[src/design/cpg_pkg.sv]
// Shared constants and types for the circle point generator.
`timescale 1ns / 1ps
package cpg_pkg;

  localparam int unsigned CoordWidth = 11;
  localparam int unsigned QueueDepth = 2;
  localparam int unsigned PointsPerStep = 8;

  typedef enum logic {
    REQ_START   = 1'b0,
    REQ_ADVANCE = 1'b1
  } req_type_e;

endpackage

[src/design/cpg_if.sv]
// Request and point channel interfaces of the circle point generator.
`timescale 1ns / 1ps
interface cpg_req_if #(
  parameter int unsigned CW = 11
);
  logic          valid;
  logic          ready;
  logic          req_type;
  logic [CW-1:0] center_x;
  logic [CW-1:0] center_y;
  logic [CW-2:0] radius;

  modport source (output valid, req_type, center_x, center_y, radius, input ready);
  modport sink   (input valid, req_type, center_x, center_y, radius, output ready);
endinterface

interface cpg_pt_if #(
  parameter int unsigned CW = 11
);
  logic                 valid;
  logic                 ready;
  logic signed [CW+1:0] point_x;
  logic signed [CW+1:0] point_y;
  logic                 last_point;

  modport source (output valid, point_x, point_y, last_point, input ready);
  modport sink   (input valid, point_x, point_y, last_point, output ready);
endinterface

[src/design/cpg_fifo.sv]
// Small first-in first-out queue of step descriptors between front and back.
`timescale 1ns / 1ps
module cpg_fifo #(
  parameter int unsigned Width = 1,
  parameter int unsigned Depth = 2
) (
  input  logic             clk_i,
  input  logic             rst_ni,
  input  logic             push_i,
  input  logic [Width-1:0] data_i,
  output logic             full_o,
  input  logic             pop_i,
  output logic             valid_o,
  output logic [Width-1:0] data_o
);
  localparam int unsigned PtrW = (Depth > 1) ? $clog2(Depth) : 1;
  localparam int unsigned CntW = $clog2(Depth + 1);

  logic [Width-1:0] mem_q [Depth];
  logic [PtrW-1:0]  wr_ptr_q, wr_ptr_d;
  logic [PtrW-1:0]  rd_ptr_q, rd_ptr_d;
  logic [CntW-1:0]  count_q, count_d;
  logic             do_push, do_pop;

  assign full_o  = (count_q == CntW'(Depth));
  assign valid_o = (count_q != '0);
  assign data_o  = mem_q[rd_ptr_q];
  assign do_push = push_i && !full_o;
  assign do_pop  = pop_i && valid_o;

  always_comb begin
    wr_ptr_d = wr_ptr_q;
    rd_ptr_d = rd_ptr_q;
    count_d  = count_q;
    if (do_push) begin
      wr_ptr_d = (wr_ptr_q == PtrW'(Depth - 1)) ? '0 : wr_ptr_q + 1'b1;
    end
    if (do_pop) begin
      rd_ptr_d = (rd_ptr_q == PtrW'(Depth - 1)) ? '0 : rd_ptr_q + 1'b1;
    end
    if (do_push && !do_pop) begin
      count_d = count_q + 1'b1;
    end else if (do_pop && !do_push) begin
      count_d = count_q - 1'b1;
    end
  end

  always_ff @(posedge clk_i or negedge rst_ni) begin
    if (!rst_ni) begin
      wr_ptr_q <= '0;
      rd_ptr_q <= '0;
      count_q  <= '0;
    end else begin
      wr_ptr_q <= wr_ptr_d;
      rd_ptr_q <= rd_ptr_d;
      count_q  <= count_d;
    end
  end

  always_ff @(posedge clk_i) begin
    if (do_push) begin
      mem_q[wr_ptr_q] <= data_i;
    end
  end
endmodule

[src/design/cpg_front.sv]
// Request front end: holds the circle state, steps the decision and queues each step.
`timescale 1ns / 1ps
module cpg_front #(
  parameter int unsigned CW = cpg_pkg::CoordWidth
) (
  input  logic            clk_i,
  input  logic            rst_ni,
  cpg_req_if.sink         req,
  input  logic            full_i,
  output logic            push_o,
  output logic [4*CW:0]   batch_o
);
  import cpg_pkg::*;

  localparam int unsigned DW = CW + 3;

  logic [CW-1:0]        cx_q, cy_q;
  logic signed [CW-1:0] x_q, y_q;
  logic signed [DW-1:0] d_q;
  logic                 active_q;

  logic [CW-1:0]        cur_cx, cur_cy;
  logic signed [CW-1:0] cur_x, cur_y;
  logic signed [DW-1:0] cur_d, x_ext, y_ext, r_ext;
  logic signed [CW-1:0] x_d, y_d;
  logic signed [DW-1:0] d_d;
  logic                 is_start, accept, last;

  assign req.ready = !full_i;
  assign accept    = req.valid && req.ready;
  assign is_start  = (req_type_e'(req.req_type) == REQ_START);
  assign push_o    = accept && (is_start || active_q);

  always_comb begin
    r_ext = {4'b0000, req.radius};
    if (is_start) begin
      cur_cx = req.center_x;
      cur_cy = req.center_y;
      cur_x  = '0;
      cur_y  = {1'b0, req.radius};
      cur_d  = DW'(3) - (r_ext <<< 1);
    end else begin
      cur_cx = cx_q;
      cur_cy = cy_q;
      cur_x  = x_q;
      cur_y  = y_q;
      cur_d  = d_q;
    end
    x_ext = {{3{cur_x[CW-1]}}, cur_x};
    y_ext = {{3{cur_y[CW-1]}}, cur_y};
    x_d   = cur_x + 1'b1;
    if (cur_d[DW-1]) begin
      d_d = cur_d + (x_ext <<< 2) + DW'(6);
      y_d = cur_y;
    end else begin
      d_d = cur_d + ((x_ext - y_ext) <<< 2) + DW'(10);
      y_d = cur_y - 1'b1;
    end
    last = (x_d > y_d);
  end

  assign batch_o = {last, cur_cx, cur_cy, cur_x, cur_y};

  always_ff @(posedge clk_i or negedge rst_ni) begin
    if (!rst_ni) begin
      active_q <= 1'b0;
      cx_q     <= '0;
      cy_q     <= '0;
      x_q      <= '0;
      y_q      <= '0;
      d_q      <= '0;
    end else if (push_o) begin
      active_q <= !last;
      cx_q     <= cur_cx;
      cy_q     <= cur_cy;
      x_q      <= x_d;
      y_q      <= y_d;
      d_q      <= d_d;
    end
  end
endmodule

[src/design/cpg_back.sv]
// Point back end: expands one queued step into eight mirrored points, one per transfer.
`timescale 1ns / 1ps
module cpg_back #(
  parameter int unsigned CW = cpg_pkg::CoordWidth
) (
  input  logic          clk_i,
  input  logic          rst_ni,
  input  logic          avail_i,
  input  logic [4*CW:0] batch_i,
  output logic          pop_o,
  cpg_pt_if.source      pt
);
  import cpg_pkg::*;

  localparam int unsigned IdxW = $clog2(PointsPerStep);

  logic [4*CW:0]        batch_q;
  logic                 busy_q;
  logic [IdxW-1:0]      idx_q;
  logic                 out_valid_q;
  logic signed [CW+1:0] px_q, py_q;
  logic                 last_q;

  logic                 b_last;
  logic [CW-1:0]        b_cx, b_cy, b_x, b_y;
  logic signed [CW+1:0] cx_e, cy_e, a_e, b_e, px_d, py_d;
  logic                 fire, final_pt;

  assign {b_last, b_cx, b_cy, b_x, b_y} = batch_q;

  assign fire     = busy_q && (!out_valid_q || pt.ready);
  assign final_pt = (idx_q == IdxW'(PointsPerStep - 1));
  assign pop_o    = avail_i && (!busy_q || (fire && final_pt));

  always_comb begin
    cx_e = {2'b00, b_cx};
    cy_e = {2'b00, b_cy};
    if (idx_q[2]) begin
      a_e = {{2{b_y[CW-1]}}, b_y};
      b_e = {{2{b_x[CW-1]}}, b_x};
    end else begin
      a_e = {{2{b_x[CW-1]}}, b_x};
      b_e = {{2{b_y[CW-1]}}, b_y};
    end
    px_d = idx_q[0] ? (cx_e - a_e) : (cx_e + a_e);
    py_d = idx_q[1] ? (cy_e - b_e) : (cy_e + b_e);
  end

  always_ff @(posedge clk_i or negedge rst_ni) begin
    if (!rst_ni) begin
      busy_q      <= 1'b0;
      idx_q       <= '0;
      out_valid_q <= 1'b0;
    end else begin
      if (pop_o) begin
        busy_q <= 1'b1;
      end else if (fire && final_pt) begin
        busy_q <= 1'b0;
      end
      if (fire) begin
        idx_q       <= idx_q + 1'b1;
        out_valid_q <= 1'b1;
      end else if (pt.ready) begin
        out_valid_q <= 1'b0;
      end
    end
  end

  always_ff @(posedge clk_i) begin
    if (pop_o) begin
      batch_q <= batch_i;
    end
    if (fire) begin
      px_q   <= px_d;
      py_q   <= py_d;
      last_q <= b_last && final_pt;
    end
  end

  assign pt.valid      = out_valid_q;
  assign pt.point_x    = px_q;
  assign pt.point_y    = py_q;
  assign pt.last_point = last_q;
endmodule

[src/design/circle_point_generator.sv]
// Midpoint circle point generator: start and advance requests in, mirrored points out.
// The first point of a step passes the step queue, the step register and the point register.
// Each step gives eight points, one per cycle unless the point channel stalls.
// An advance with no circle running gives no points.
// A two-entry step queue lets requests be taken while points are still draining.
// Reset (asynchronous, active low) clears the circle state, the queue and the output.
`timescale 1ns / 1ps
module circle_point_generator #(
  parameter int unsigned COORD_WIDTH = cpg_pkg::CoordWidth,
  parameter int unsigned QUEUE_DEPTH = cpg_pkg::QueueDepth
) (
  input  logic     clk_i,
  input  logic     rst_ni,
  cpg_req_if.sink  req_i,
  cpg_pt_if.source pt_o
);
  import cpg_pkg::*;

  localparam int unsigned BatchW = 4 * COORD_WIDTH + 1;

  logic              push, full, pop, avail;
  logic [BatchW-1:0] batch_in, batch_out;

  cpg_front #(.CW(COORD_WIDTH)) u_front (
    .clk_i   (clk_i),
    .rst_ni  (rst_ni),
    .req     (req_i),
    .full_i  (full),
    .push_o  (push),
    .batch_o (batch_in)
  );

  cpg_fifo #(.Width(BatchW), .Depth(QUEUE_DEPTH)) u_fifo (
    .clk_i   (clk_i),
    .rst_ni  (rst_ni),
    .push_i  (push),
    .data_i  (batch_in),
    .full_o  (full),
    .pop_i   (pop),
    .valid_o (avail),
    .data_o  (batch_out)
  );

  cpg_back #(.CW(COORD_WIDTH)) u_back (
    .clk_i   (clk_i),
    .rst_ni  (rst_ni),
    .avail_i (avail),
    .batch_i (batch_out),
    .pop_o   (pop),
    .pt      (pt_o)
  );
endmodule

[src/flat_wrapper.sv]
// flat-port wrapper written by rule: the top's interface ports become plain ports
module circle_point_generator_flat import cpg_pkg::*;
#(
  parameter int unsigned COORD_WIDTH = cpg_pkg::CoordWidth,
  parameter int unsigned QUEUE_DEPTH = cpg_pkg::QueueDepth
)
  (clk_i, rst_ni, req_i_valid, req_i_req_type, req_i_center_x, req_i_center_y, req_i_radius, req_i_ready, pt_o_valid, pt_o_point_x, pt_o_point_y, pt_o_last_point, pt_o_ready);
  cpg_req_if #(.CW((CoordWidth))) req_i_i ();
  cpg_pt_if #(.CW((CoordWidth))) pt_o_i ();
  input  logic clk_i;
  input  logic rst_ni;
  input wire logic [$bits(req_i_i.valid)-1:0] req_i_valid;
  input wire logic [$bits(req_i_i.req_type)-1:0] req_i_req_type;
  input wire logic [$bits(req_i_i.center_x)-1:0] req_i_center_x;
  input wire logic [$bits(req_i_i.center_y)-1:0] req_i_center_y;
  input wire logic [$bits(req_i_i.radius)-1:0] req_i_radius;
  output wire logic [$bits(req_i_i.ready)-1:0] req_i_ready;
  output wire logic [$bits(pt_o_i.valid)-1:0] pt_o_valid;
  output wire logic [$bits(pt_o_i.point_x)-1:0] pt_o_point_x;
  output wire logic [$bits(pt_o_i.point_y)-1:0] pt_o_point_y;
  output wire logic [$bits(pt_o_i.last_point)-1:0] pt_o_last_point;
  input wire logic [$bits(pt_o_i.ready)-1:0] pt_o_ready;
  assign req_i_i.valid = req_i_valid;
  assign req_i_i.req_type = req_i_req_type;
  assign req_i_i.center_x = req_i_center_x;
  assign req_i_i.center_y = req_i_center_y;
  assign req_i_i.radius = req_i_radius;
  assign req_i_ready = req_i_i.ready;
  assign pt_o_valid = pt_o_i.valid;
  assign pt_o_point_x = pt_o_i.point_x;
  assign pt_o_point_y = pt_o_i.point_y;
  assign pt_o_last_point = pt_o_i.last_point;
  assign pt_o_i.ready = pt_o_ready;
  circle_point_generator #(.COORD_WIDTH(COORD_WIDTH), .QUEUE_DEPTH(QUEUE_DEPTH)) u_core (.clk_i(clk_i), .rst_ni(rst_ni), .req_i(req_i_i), .pt_o(pt_o_i));
endmodule
[config.mk]
export PLATFORM = sky130hd
export DESIGN_NAME = circle_point_generator_flat
export DESIGN_NICKNAME = d
export VERILOG_FILES = /design/src/design/cpg_pkg.sv /design/src/design/cpg_if.sv /design/src/design/cpg_fifo.sv /design/src/design/cpg_front.sv /design/src/design/cpg_back.sv /design/src/design/circle_point_generator.sv /design/src/flat_wrapper.sv
export SDC_FILE = /design/constraint.sdc
export NUM_CORES = 1
export LEC_CHECK = 0
export BUFFER_PORTS_ARGS = -buffer_cell sky130_fd_sc_hd__buf_2
export CORE_MARGIN = 4
export CORE_UTILIZATION = 35
export DETAILED_ROUTE_END_ITERATION = 10
export PLACE_DENSITY = 0.5
export REMOVE_ABC_BUFFERS = 1
export SYNTH_ARGS = -nofsm -noshare
export SYNTH_HDL_FRONTEND = slang
export SYNTH_SLANG_ARGS = --single-unit
[constraint.sdc]
create_clock -name clk_i -period 4.9 [get_ports clk_i]
set_input_delay 0.735 -clock clk_i [delete_from_list [all_inputs] [get_ports clk_i]]
set_output_delay 0.735 -clock clk_i [all_outputs]
set_load 0.02 [all_outputs]
==> results of run 1 <==
## critical path, cell delays in order
cell and delay, ns:
buf_4 0.16, mux2i_4 0.19, inv_1 0.11, ha_1 0.21, fa_1 0.23, inv_1 0.08
maj3_1 0.37, o211ai_1 0.16, o21ai_1 0.18, a311o_1 0.31, a211oi_1 0.25, a21oi_1 0.07
ha_1 0.29, ha_1 0.34, nand3_1 0.09, o31a_1 0.27, a21oi_1 0.19, nand2_1 0.08
a31o_2 0.21, o211ai_1 0.08, o21ai_1 0.08
## placed cells by master (no fill, tap or decap), types with 4 or more instances in the layout
cell,instances
buf_2,63
dfrtp_1,66
clkinvlp_4,4
o41ai_1,4
nor3_1,26
o21bai_1,6
nand4_1,5
ha_1,92
nor2_1,60
buf_4,19
and2_1,11
o21ai_0,65
o211ai_1,4
edfxtp_1,162
mux2i_1,26
xnor2_1,51
clkbuf_16,27
or3_1,5
or2_2,4
nor2b_1,12
a21oi_1,57
o21a_1,11
nand2_1,96
nor3b_1,8
a211oi_1,4
nand2b_1,12
xor2_1,48
mux2_2,102
nand3_1,10
a21o_1,12
o21ai_1,4
clkinv_1,7
fa_1,5
inv_1,54
## power by group through the flow
stage	combinational, mW	clock, mW	sequential (mW)
after floorplan	3.22	0	3.47
after global placement	4.50	0	3.29
after detailed placement	4.54	0	3.31
after CTS	4.56	2.01	3.27
after global routing	5.10	2.08	3.34
final	4.49	1.93	3.27
## worst max-delay path by stage
stage	start	endpoint	slack, ns	cells past startpoint
after global placement	req_i_req_type	u_core.u_front.d_q[12]	0.14	19
after global routing	u_core.u_front.x_q[0]	u_core.u_front.d_q[13]	0.36	19
after floorplan	req_i_req_type	u_core.u_fifo.mem_q[1][0]	0.41	3
after detailed placement	req_i_req_type	u_core.u_front.d_q[12]	0.07	19
after CTS	u_core.u_front.x_q[0]	u_core.u_front.d_q[13]	0.65	19
final	req_i_req_type	u_core.u_front.d_q[13]	0.64	21
## per-layer routing
layer,vias to the layer above,share of wire,global-route usage
met1,3936,0.47,0.188
met2,119,0.47,0.234
met4,2,0.029,0.0408
li1,4165,-,-
met3,52,0.033,0.0236
met5,-,0.00061,0
## flip-flops by register name (all words and copies together), names as in the netlist, 2 cells and up
register	count
u_core.u_back.pt.point_x	13
u_core.u_front.y_q	11
u_core.u_front.x_q	11
u_core.u_front.d_q	13
u_core.u_front.cy_q	11
u_core.u_back.idx_q	3
u_core.u_back.pt.point_y	13
u_core.u_back.batch_q	45
u_core.u_fifo.mem_q	90
u_core.u_fifo.count_q	2
u_core.u_front.cx_q	11
## through the flow
| step | area (um2) | setup WS, ns | hold slack (ns) | instances |
|---|---|---|---|---|
| 6_report | 14800 | 0.640 | 0.208 | 1674 |
| 5_1_grt | 14800 | 0.359 | 0.245 | 1674 |
| 4_1_cts | 14800 | 0.648 | 0.228 | 1674 |
| 3_5_place_dp | 13900 | 0.0684 | 0.462 | 1624 |
| 3_3_place_gp | 13900 | 0.137 | 0.458 | 1624 |
| 2_1_floorplan | 12800 | 0.408 | 0.439 | 1073 |
## final cells by class
type,instances,area share
clock buffer,31,0.0474
clock inverter,19,0.0107
inverter,56,0.0142
multi-input combinational,788,0.413
sequential,229,0.443
tap,468,0.0396
timing repair buffer,83,0.0324
## kinds of logic after synthesis
group	Yosys count	share of synthesized area
multiplexers	129	0.110
AND/OR/NAND/NOR	267	0.101
buffers and inverters	93	0.0306
XOR/XNOR	99	0.0666
flip-flops	229	0.503
AO/OA/AOI/OAI	195	0.0928
adder cells (fa/ha/maj)	98	0.0969
==> reports/qor.txt, run 1 <==
Number of nets still failing antenna checks after routing - 0
Arrival time at the worst endpoint - 4.68 ns
Final critical-path required period - 4.26 ns
Cell internal power dissipation - 6.05 mW
Power consumption - 9.68 mW
Placeable core region - 0.0366 mm2
Syn-to-layout area delta - 13.5%
Width of the die - 201 um
Drc violations - 0
Highest attainable clock frequency - 235 MHz
Count of cell types in the netlist - 64
Layout Nets - 1319
LEAKAGE - 6.00 nW
FF-to-FF setup slack - 0.65 ns
Worst Max-Slew Pin Slew - 1.13 ns
Worst min-delay path category - primary input to async pin
Detailed placer's ending HPWL - 20200 um
Worst endpoint required time - 5.32 ns
Synth Warn # - 0
Final worst clock skew - 0.0117 ns
Accumulated negative setup slack - 0 ns
Pin count of the biggest net entering global routing - 61
Top cell types by occurrence after synthesis - edfxtp_1, mux2_2, nand2_1
Max FO, Critical Path - 6
CTS Buf Count - 27
Number of flops mapped to enable cells by yosys - 162
First-pass iteration count of the detailed router - 4
Num rows - 70
Power share of the sequential group - 0.337
Wire length of the first global-routing pass - 46000 um
Number of global-route vias before repair - 8573
Total of max-cap violations - 0
Power density cells - 656 mW/mm2
Multi-input gate area - 0.00610 mm2
Reg2reg end - u_core.u_front.d_q[13]
Top flip-flop cell by instance count after synthesis - edfxtp_1
Top-area cell type share of the netlist area - 0.374
Fraction of power spent switching nets - 0.375
Worst voltage drop across the vdd grid - 0.331 mV
Number of hold buffers added after cts - 0
IO Port Bufs - 65
Deepest level of the CTS H-tree - 1
Max-slew violation count - 0
Number of vias per cell - 4.94
CTS tree - done
Number of buffers on the longest clock path - 3
Fraction of the core area covered by cells at the end of the flow - 0.403
Share of total power in the clock network - 0.200
Post-synth design cell area - 0.0130 mm2
Average detailed-routed wire length per instance - 16.7 um
Leading post-synthesis cells by cell area - edfxtp_1, dfrtp_1, ha_1
Share of cells above drive strength 1 - 0.208
Initial antenna violation count - 1
Worst relative slew slack - 0.245
Count of inserted antenna diode cells - 0
Net switching power - 3.64 mW
Root buffer selected by CTS - clkbuf_16
Die footprint - 0.0403 mm2
Combined global-route utilization of all metal layers - 0.140
DRT Wirelength - 28000 um
Share of synthesized registers carrying an async set or reset - 0.293
Crit path kind - primary input to flip-flop
Endpoint class of the critical path - flip-flop
Most numerous cell in the Yosys netlist - edfxtp_1
Final clock period utilization by the worst path - 0.869
Part of the Yosys area used for sequential elements - 0.503
Routed via count - 8274
Area of all sequential standard cells - 0.00654 mm2
Cell count of the worst reg-to-reg path - 19
Clock-pin slew on the worst setup and hold paths - 0.06 ns
Dominant cell type by area after synthesis - edfxtp_1
Synthesized instance count - 1110
Fillers - 3573
Worst reg2reg startpoint - u_core.u_front.x_q[0]
Critical Path Source Type - primary input
1st-iter DRT viols - 324
Buffers inserted during post-CTS setup optimization - 0
Run status - complete, no violations
Count of cells resized by post-cts repair - 0
Die extent in y - 201 um
Residual overflow from global routing - 0
Gpl congestion - 0.794
Setup repair after global routing missed its margin - no
Hold violation count in the final report - 0
Clock latency at the later pin of the worst-skew pair - 0.56 ns
Register bit count reported by yosys - 229
Avg Inst Size Synth - 11.7 um2
Logic gate share of total power - 0.463
Finish-stage setup viols - 0
Top Ports - 66
Clock sinks - 229
Initial Utilization - 0.356
No activity file was read; power rests on OpenSTA's default activity.
==> inputs of run 2 (changes only) <==
ABC_AREA = 1   (was default)
==> reports/qor.txt, run 2 <==
Finish-stage setup viols - 0
Most numerous cell in the Yosys netlist - nand2_1
First-pass iteration count of the detailed router - 4
Commonest cells after routing, fill and taps aside - nand2_1, edfxtp_1, inv_1
Worst min-delay path category - primary input to async pin
Final critical-path required period - 3.69 ns
CTS tree - done
Number of global-route vias before repair - 9491
Final worst clock skew - 0.0341 ns
Die extent in y - 202 um
Share of synthesized registers carrying an async set or reset - 0.293
Worst reg2reg startpoint - u_core.u_front.y_q[0]
Most common cell after layout, fill and taps aside - nand2_1
Max FO, Critical Path - 6
Clock latency at the later pin of the worst-skew pair - 0.58 ns
Worst hold slack across all endpoints - 0.0460 ns
DRT Wirelength - 30700 um
Top flip-flop cell by instance count after synthesis - edfxtp_1
Most numerous cell on the critical path - nand2_1
Accumulated negative setup slack - 0 ns
Wire length of the first global-routing pass - 50200 um
Worst relative slew slack - 0.222
Root buffer selected by CTS - clkbuf_16
Register with the highest flop count - u_core.u_fifo.mem_q
Largest regs - u_core.u_fifo.mem_q: 90 flops, u_core.u_back.batch_q: 45 flops
Routed via count - 9699
Cell chain of the critical path - buf_2, inv_2, o21ai_1, ha_1, fa_1, o211ai_1, nand2_1, o21bai_1, xor2_1, ha_1, ha_1, nand2_1, o21ai_0, nand2_1, nand3_1, inv_1, nand3_1, nand3_1, nand2_1, nand2_1
1st-iter DRT viols - 432
Max-slew violation count - 0
FF-to-FF setup slack - 1.27 ns
Number of vias per cell - 4.80
Initial antenna violation count - 0
Top-area cell type share of the netlist area - 0.371
Critical Path Source Type - primary input
Arrival time at the worst endpoint - 4.13 ns
Area of all sequential standard cells - 0.00654 mm2
Avg Inst Size Synth - 8.97 um2
Initial Utilization - 0.356
Part of the Yosys area used for sequential elements - 0.499
Layout Nets - 1664
Final standard cell count with taps included and fillers excluded - 2020
Detailed placer's ending HPWL - 22400 um
Top Ports - 66
Leading post-synthesis cells by cell area - edfxtp_1, dfrtp_1, nand2_1
Worst Max-Slew Pin Slew - 1.17 ns
Num rows - 70
Multi-input gate area - 0.00576 mm2
Max FFs per register - 90
Final clock period utilization by the worst path - 0.753
Count of cell types in the netlist - 48
Share of cells above drive strength 1 - 0.108
Die footprint - 0.0406 mm2
Number of buffers on the longest clock path - 3
Pin count of the biggest net entering global routing - 53
Top cell types by occurrence after synthesis - nand2_1, edfxtp_1, inv_1
Count of inserted antenna diode cells - 0
Average detailed-routed wire length per instance - 15.2 um
Count of cells resized by post-cts repair - 0
Placed instance count - 1968
IO Port Bufs - 65
Syn-to-layout area delta - 13.7%
Highest attainable clock frequency - 271 MHz
Run status - complete, no violations
Setup repair after global routing missed its margin - no
Fillers - 3687
Clock-pin slew on the worst setup and hold paths - 0.06 ns
Cell count of the worst reg-to-reg path - 19
Width of the die - 202 um
Placeable core region - 0.0368 mm2
Number of flops mapped to enable cells by yosys - 162
Worst endpoint required time - 5.35 ns
Worst voltage drop across the vdd grid - 0.289 mV
Total of max-cap violations - 0
Largest stage delay, worst path - 0.42 ns
Endpoint class of the critical path - flip-flop
Residual overflow from global routing - 0
Post-synth design cell area - 0.0131 mm2
Register bit count reported by yosys - 229
Crit path kind - primary input to flip-flop
Reg2reg end - u_core.u_front.d_q[13]
Synth Warn # - 0
CTS Buf Count - 28
Cell with the largest stage delay on the worst path - fa_1
Number of nets still failing antenna checks after routing - 0
LEAKAGE - 6.91 nW
Dominant cell type by area after synthesis - edfxtp_1
Deepest level of the CTS H-tree - 1
Gpl congestion - 0.884
Clock sinks - 229
Power density cells - 706 mW/mm2
Synthesized instance count - 1461
Hold violation count in the final report - 0
Drc violations - 0
Combined global-route utilization of all metal layers - 0.151
Number of hold buffers added after cts - 0
Buffers inserted during post-CTS setup optimization - 0
==> run 2: cell types whose count changed after synthesis, moves of 12 or more <==
cell and change:
xnor2_1 -33, inv_1 +102, mux2i_1 -25, o21ai_1 +15, nor3_1 -25, o21ai_0 +49
xor2_1 +12, nor2_1 +13, nor2b_1 -12, nand2b_1 -12, mux2_2 -102, nand3_1 +41
nand2_1 +343
==> run 2: worst max path at each step <==
stage	from	slack [ns]	to
floorplan	u_core.u_back.idx_q[2]	0.39	u_core.u_fifo.count_q[1]
finish	req_i_req_type	1.21	u_core.u_front.d_q[13]
global route	req_i_req_type	0.85	u_core.u_front.d_q[12]
detailed placement	req_i_req_type	0.63	u_core.u_front.d_q[9]
CTS	req_i_req_type	1.21	u_core.u_front.d_q[9]
global placement	req_i_req_type	0.66	u_core.u_front.d_q[13]
==> run 2: through the flow <==
stage	power [mW]	setup WS (ns)	area, um2	util
floorplan	7.16	0.386	12900	-
global placement	8.50	0.662	14000	0.380
detailed placement	8.54	0.631	14000	0.380
CTS	10.7	1.21	14900	0.405
global route	11.5	0.853	14900	0.405
finish	10.5	1.21	14900	0.405
==> run 2: metal layers <==
layer / wire [um] / global-route usage / vias up / part of all wire
met5: 0 / 0 / - / 0
met4: 1010 / 0.0483 / 0 / 0.033
met3: 1200 / 0.0248 / 54 / 0.039
met2: 14400 / 0.255 / 167 / 0.47
met1: 14100 / 0.200 / 4503 / 0.46
li1: - / - / 4975 / -
==> run 2: cells by family (layout without fill, tap and decap cells) <==
group                    Yosys count  in the layout  synth area share
AND/OR/NAND/NOR                  614            614             0.192
AO/OA/AOI/OAI                    235            235            0.0977
flip-flops                       229            229             0.499
buffers and inverters            207            298            0.0634
adder cells (fa/ha/maj)           97             97            0.0954
XOR/XNOR                          78             78            0.0521
multiplexers                       1              1          0.000764
==> run 2: final cells by class <==
type,count,share of cell area
Sequential cell,229,0.439
Tap cell,468,0.0393
Clock inverter,12,0.00890
Multi-Input combinational cell,1025,0.387
Timing Repair Buffer,79,0.0299
Inverter,167,0.0422
Clock buffer,40,0.0541
==> run 2: critical path, delay by kind of cell <==
family	cells	cell delay, ns
buf+inv	3	0.30
compound gates	4	0.88
xor+xnor	1	0.19
simple gates	8	0.69
fa+ha+maj	4	1.33
==> run 2: where the power goes <==
| group | total [mW] | switching (mW) | internal [mW] |
|---|---|---|---|
| Clock | 2.06 | 0.853 | 1.21 |
| Sequential | 3.35 | 0.258 | 3.09 |
| Combinational | 5.10 | 3.29 | 1.81 |
